--- src/rtl/hre_pkg.sv ---
// Shared constants, register codes and types of the Hessian ridge eigenvalue block.
`default_nettype none

package hre_pkg;

  // Field and storage widths.
  localparam int SAMPLE_W    = 16;
  localparam int COORD_W     = 12;
  localparam int FRAME_W     = 13;
  localparam int BORDER_W    = 7;
  localparam int CFG_DATA_W  = 13;
  localparam int CFG_INDEX_W = 2;
  localparam int LINE_DEPTH  = 4096;
  localparam int HESS_W      = 18;
  localparam int EV_W        = 22;
  localparam int DIR_W       = 16;
  localparam int S_TDATA_W   = 16;
  localparam int M_TDATA_W   = 80;
  localparam int M_TUSER_W   = 2;

  // Arithmetic unit sizes.
  localparam int SQRT_IN_W   = 48;
  localparam int SQRT_ROOT_W = 24;
  localparam int DIV_NUM_W   = 38;
  localparam int DIV_DEN_W   = 24;
  localparam int DIV_Q_W     = 15;
  localparam int UNIT_ONE    = 16384;

  // Register stages from input beat to output register.
  localparam int PIPE_LEN = 3 + 3 + SQRT_ROOT_W + 7 + SQRT_ROOT_W + 1 + DIV_Q_W + 1;

  // Reset values of the configuration registers.
  localparam logic [FRAME_W-1:0]  FRAME_WIDTH_RST  = 13'd640;
  localparam logic [FRAME_W-1:0]  FRAME_HEIGHT_RST = 13'd480;
  localparam logic [BORDER_W-1:0] BORDER_SIZE_RST  = 7'd1;

  // Configuration register indexes.
  typedef enum logic [CFG_INDEX_W-1:0] {
    REG_FRAME_WIDTH  = 2'd0,
    REG_FRAME_HEIGHT = 2'd1,
    REG_BORDER_SIZE  = 2'd2
  } cfg_reg_t;

  // Position information that travels with each window centre.
  typedef struct packed {
    logic               in_region;
    logic [COORD_W-1:0] centre_x;
    logic [COORD_W-1:0] centre_y;
  } meta_t;

endpackage

`default_nettype wire

--- src/rtl/hre_div.sv ---
// Pipelined restoring divider, one quotient bit per stage.
`default_nettype none

module hre_div (
  input  logic                            clk,
  input  logic                            en,
  input  logic [hre_pkg::DIV_NUM_W-1:0]   num,
  input  logic [hre_pkg::DIV_DEN_W-1:0]   den,
  output logic [hre_pkg::DIV_Q_W-1:0]     quo
);
  import hre_pkg::*;

  logic [DIV_NUM_W-1:0] rem_s [DIV_Q_W];
  logic [DIV_DEN_W-1:0] den_s [DIV_Q_W];
  logic [DIV_Q_W-1:0]   quo_s [DIV_Q_W];

  for (genvar s = 0; s < DIV_Q_W; s++) begin : g_stage
    localparam int Bit = DIV_Q_W - 1 - s;
    logic [DIV_NUM_W-1:0] rem_in;
    logic [DIV_DEN_W-1:0] den_in;
    logic [DIV_Q_W-1:0]   quo_in;
    logic [DIV_NUM_W-1:0] trial;
    logic                 fits;

    if (s == 0) begin : g_first
      assign rem_in = num;
      assign den_in = den;
      assign quo_in = '0;
    end else begin : g_next
      assign rem_in = rem_s[s-1];
      assign den_in = den_s[s-1];
      assign quo_in = quo_s[s-1];
    end

    assign trial = DIV_NUM_W'(den_in) << Bit;
    assign fits  = rem_in >= trial;

    always_ff @(posedge clk) begin
      if (en) begin
        rem_s[s] <= fits ? rem_in - trial : rem_in;
        den_s[s] <= den_in;
        quo_s[s] <= fits ? (quo_in | (DIV_Q_W'(1) << Bit)) : quo_in;
      end
    end
  end

  assign quo = quo_s[DIV_Q_W-1];

endmodule

`default_nettype wire

--- config.mk ---
export PLATFORM = sky130hd
export DESIGN_NAME = hre_div
export DESIGN_NICKNAME = d
export VERILOG_FILES = /design/src/rtl/hre_pkg.sv /design/src/rtl/hre_div.sv
export SDC_FILE = /design/constraint.sdc
export NUM_CORES = 2
export LEC_CHECK = 0
export BUFFER_PORTS_ARGS = -buffer_cell sky130_fd_sc_hd__buf_2
export CAP_MARGIN = 20
export CORE_MARGIN = 2
export CORE_UTILIZATION = 58
export DETAILED_ROUTE_END_ITERATION = 10
export PLACE_DENSITY_LB_ADDON = 0.1
export SYNTH_ARGS = -nofsm -noshare
export SYNTH_HDL_FRONTEND = slang
export SYNTH_SLANG_ARGS = --single-unit
--- constraint.sdc ---
create_clock -name clk -period 3.3 [get_ports clk]
set_input_delay 0.66 -clock clk [delete_from_list [all_inputs] [get_ports clk]]
set_output_delay 0.66 -clock clk [all_outputs]
set_load 0.01 [all_outputs]
# Word level (Yosys, flattened, before mapping)
# Memories as Yosys holds them, arrays and structs flattened.
# Cells that the tools add are included.
[op_classes] n_mux=32 order_cmp=15 addsub=15
[op_table] op="38-bit two-way mux" count=15
[op_table] op="38-bit by 24-bit >= comparator with 1-bit output" count=1
[op_table] op="38-bit by 25-bit >= comparator with 1-bit output" count=1
[op_table] op="38-bit by 26-bit >= comparator with 1-bit output" count=1
[op_table] op="38-bit by 27-bit >= comparator with 1-bit output" count=1
[op_table] op="38-bit by 28-bit >= comparator with 1-bit output" count=1
[op_table] op="38-bit by 29-bit >= comparator with 1-bit output" count=1
[op_table] op="38-bit by 30-bit >= comparator with 1-bit output" count=1
[op_table] op="38-bit by 31-bit >= comparator with 1-bit output" count=1
[op_table] op="38-bit by 32-bit >= comparator with 1-bit output" count=1
[op_table] op="38-bit by 33-bit >= comparator with 1-bit output" count=1
[op_table] op="38-bit by 34-bit >= comparator with 1-bit output" count=1
[op_table] op="38-bit by 35-bit >= comparator with 1-bit output" count=1
[op_table] op="38-bit by 36-bit >= comparator with 1-bit output" count=1
[op_table] op="38-bit by 37-bit >= comparator with 1-bit output" count=1
[op_table] op="38-bit >= comparator" count=1
[op_table] op="38-bit by 24-bit subtractor with 38-bit output" count=1
[op_table] op="38-bit by 25-bit subtractor with 38-bit output" count=1
[op_table] op="38-bit by 26-bit subtractor with 38-bit output" count=1
[op_table] op="38-bit by 27-bit subtractor with 38-bit output" count=1
[op_table] op="38-bit by 28-bit subtractor with 38-bit output" count=1
[op_table] op="38-bit by 29-bit subtractor with 38-bit output" count=1
[op_table] op="38-bit by 30-bit subtractor with 38-bit output" count=1
[op_table] op="38-bit by 31-bit subtractor with 38-bit output" count=1
[op_table] op="other kinds (22)" count=24
[word_totals] elab_cells=65 ramBits=1155 output_inout_bits=15 inputBits=64 mem_count=3 ff_bits=0
[memory_table] memory="rem_s" words=15 word_bits=38 read_ports=14 rd_ports_with_merged_regs=0 wr=15 line_no="hre_div.sv:13" rtl="logic [DIV_NUM_W-1:0] rem_s [DIV_Q_W];"
[memory_table] memory="den_s" words=15 word_bits=24 read_ports=14 rd_ports_with_merged_regs=0 wr=15 line_no="hre_div.sv:14" rtl="logic [DIV_DEN_W-1:0] den_s [DIV_Q_W];"
[memory_table] memory="quo_s" words=15 word_bits=15 read_ports=15 rd_ports_with_merged_regs=0 wr=15 line_no="hre_div.sv:15" rtl="logic [DIV_Q_W-1:0] quo_s [DIV_Q_W];"

# Logic depth before layout (Yosys ltp)
# An unclocked memory read counts as a cell.
[depth] word_depth=3 depth_mapped=14

# Worst setup path after synthesis
# Ideal clock, no wire load.
[synth_path] kind="register to register" from="mem rem_s[10][3], in the netlist rem_s[1][79]" to="mem rem_s[11][31], in the netlist rem_s[1][145] (data pin)" stages_incl_launch_ff=14 n_path_buf=0 setup_ns=0.266 required_time_ns=3.034 t_arrival_ns=2.922 slack_ns=0.112 synth_period_minus_slack_ns=3.188 path_cell_list="edfxtp_1 -> inv_1 -> ha_1 -> inv_1 -> fa_1 -> a211oi_2 -> nor2_1 -> o311ai_1 -> a21oi_1 -> o31ai_1 -> a311oi_1 -> or3b_1 -> nor3_1 -> xor2_1"
[synth_lines] element="from (decl)" line_no="hre_div.sv:13"

==> reports/metrics.yaml <==
outcome:
  outcome: "finished with violations"
  violations: "negative setup slack"
worst_setup_path:
  crit_path_start: "den_s[0][49]"
  r2r_slack_ns: -0.1
  end_kind: "register"
  crit_end: "rem_s[0][129]"
  r2r_end: "rem_s[0][129]"
  reg2reg_depth: 13
  worstPathRequired_ns: 3.75
  crit_arrival_ns: 3.85
  worst_path_most_repeated_cell: "buf_4"
  cp_max_fo: 6
  crit_chain: "inv_2 > ha_4 > nor2b_4 > o31a_1 > o31ai_2 > buf_4 > nand4b_1 > a31oi_1 > buf_4 > nor2_2 > or4b_4 > clkbuf_16 > mux2_1"
  cp_slowest_cell: "or4b_4"
  cp-start-kind: "register"
  rr_startpoint: "den_s[0][49]"
  max_stage_delay_ns: 0.58
  crit_type: "reg2reg"
die:
  row_count: 112
  dieArea_sq_mm: 0.0964
  core_sq_mm: 0.0932
  initial_core_util_pct: 58.5
  ioPinCount: 79
  die_w_um: 311
  die_h_um: 311
logic_synthesis:
  synth_edf_count: 988
  synth_ff_type: "edfxtp_1"
  yosysMostFrequentCell: "edfxtp_1"
  synth_area_per_cell_sq_um: 11.2
  syn-cell-area_sq_mm: 0.0545
  synth_top_area_share_pct: 54.4
  synth.top_cells.by_count: "edfxtp_1, inv_1, a21oi_1, ha_1, nand2_1"
  synth_cell_types: 103
  yosys-top-cells-area: "edfxtp_1, ha_1, a21oi_1"
  synth-seq-cells: 988
  postSynthCellCount: 4850
  async_flop_share_pct: 0
  synth_top_area_cell: "edfxtp_1"
  ys_warn_count: 0
  syn_nets: 5288
  yosysSeqAreaShare_pct: 54.4
routing:
  wl_per_cell_um: 18.7
  drtAntennaViolNets: 0
  drc_errors: 0
  via_count: 38800
  routed_wl_um: 126000
  initialDrtViolationCount: 2500
  firstDrtPassIters: 6
  vias_per_cell: 5.76
cts:
  clock-root-buffer: "clkbuf_16"
  cts-buffers-inserted: 106
  clkTransAtPathRegs_ns: 0.07
  cts_buffer_depth: 3
  cts_tree: "yes"
  htreeDepth: 3
  clock-sinks: 988
  clkLatencyLatePin_ns: 0.70
place:
  placedCellCount: 6486
  finalWeightedCongestion: 0.936
  hpwl_um: 94900
  portBuffers: 78
  placed_cell_area_sq_mm: 0.0595
  dpl_worst_slack_ns: -0.315
timing:
  rsz0062_at_grt: "yes"
  max_freq_mhz: 294
  hold_violations: 0
  final-setup-viol-count: 27
  min_period_over_period_pct: 103
  relSlewSlack_pct: 53.8
  fin_setup_tns_ns: -1.58
  finClkSkew_ns: 0.0354
  period_minus_slack_ns: 3.40
  finalWorstSetupSlack_ns: -0.0990
  tightest_slew_ns: 0.687
  slew_violations: 0
pwr:
  peakVddDrop_mv: 0.521
  finalPower_mw: 54.5
  power_leakage_nw: 26.0
  power_density_mw_per_mm2: 845
finish:
  final_area_sq_mm: 0.0646
  syn_to_final_growth_pct: 18.4
  drive_gt1_share_pct: 17.9
  nets: 5831
  finalNonFillerCells: 6733
  antenna_cells: 0
worst_hold_path:
  min_path_type: "in2reg"
  hold_path_depth: 1
global_routing:
  grt_pass1_wl_um: 197000
  antenna_found_initial: 2
  grt.total_usage_pct: 25.6
  grt_overflow_total: 0
  grt_pass1_vias: 38900
  grt_start_max_net_pins: 114
flow_run:
  max_cap_violations: 0
-- layer usage --
metal | vias to the layer above | part of all wire (%) | GRT usage, %
met5 | - | 0.011 | 0
met4 | 2 | 6.5 | 15.4
met3 | 420 | 3.3 | 2.99
met2 | 951 | 55 | 50.2
met1 | 18400 | 35 | 25.4
li1 | 19000 | - | -
-- repair_timing --
| action | in CTS | in global routing |
|---|---|---|
| gates resized for setup | 40 | 183 |
| pin swaps | 25 | 73 |
| endpoints found under the hold margin | 0 | 0 |
| buffers inserted | 9 | 44 |
| cloned | 0 | 7 |
| hold buffers | 0 | 0 |
| endpoints found under the setup margin | 99 | 247 |
-- state kept, by name, indices dropped and copies added, names as in the netlist --
signal  cells
den_s     336
quo_s     120
rem_s     532
-- area by class of cell --
| class | count | area [sq um] |
|---|---|---|
| timing repair buffer | 551 | 4440 |
| clock inverter | 71 | 782 |
| inverter | 453 | 1700 |
| sequential | 988 | 29700 |
| multi-input combinational | 3293 | 23700 |
| fill | 6812 | 28600 |
| clock buffer | 123 | 2740 |
| tap | 1254 | 1570 |
-- critical path: cells and delay by family, from the launching register on --
kind,cells,cell delay (ns)
AO/OA/AOI/OAI,3,0.77
buffers and inverters,4,0.60
adder cells (fa/ha/maj),1,0.20
AND/OR/NAND/NOR,4,0.86
flip-flops,1,0.40
multiplexers,1,0.30
-- power by group --
part	switching [mW]	internal, mW	total (mW)
registers	1.80	17.8	19.6
logic	12.4	10.6	23.0
clock network	4.94	6.91	11.8
-- stage by stage --
stage	hold WS [ns]	utilization, %
5_1_grt	0.113	69.3
4_1_cts	0.0926	67.9
2_1_floorplan	0.400	-
3_3_place_gp	0.400	63.8
6_report	0.140	69.3
3_5_place_dp	0.405	63.8
-- cells in the final DEF (no fill, tap or decap), drive strengths merged, types with 9 or more instances in the layout --
cell type,synthesis,layout
edfxtp,988,988
buf,35,544
inv,453,455
a21oi,409,409
ha,360,360
nand2,351,351
o21ai,332,332
nor2,327,327
xnor2,197,197
xor2,153,153
a21o,139,139
clkbuf,81,130
nand3,91,91
nor3,77,77
mux2,69,69
nand4,66,66
nand2b,62,62
nor4,55,55
o21a,53,53
nor2b,50,50
clkinv,0,49
a211oi,47,47
o21bai,42,42
o31ai,37,37
a31oi,36,36
and3,27,27
o211ai,25,25
or2,23,23
o31a,18,18
or3,18,18
and2,16,16
or4,15,15
fa,14,14
bufinv,0,12
and4,10,10
nand4b,9,9
a311oi,9,9
a221oi,9,9
o41ai,9,9
a2111oi,9,9
-- worst min path at each step --
stage / startpoint / endpoint / slack (ns)
floorplan: quo_s[9][10] / quo_s[10][10] / 0.40
global placement: quo_s[6][12] / quo_s[7][12] / 0.40
detailed placement: quo_s[9][14] / quo_s[10][14] / 0.40
CTS: den[23] / den_s[0][23] / 0.09
global route: den[9] / den_s[0][9] / 0.11
finish: den[9] / den_s[0][9] / 0.14
-- cell families after synthesis --
kind of cell | count (synthesis) | synth area share (%)
adder cells (fa/ha/maj) | 374 | 8.78
AO/OA/AOI/OAI | 1269 | 14.6
flip-flops | 988 | 54.4
AND/OR/NAND/NOR | 1227 | 11.0
XOR/XNOR | 350 | 5.62
multiplexers | 73 | 1.50
buffers and inverters | 569 | 4.05
(Power assumes the default switching activity.)
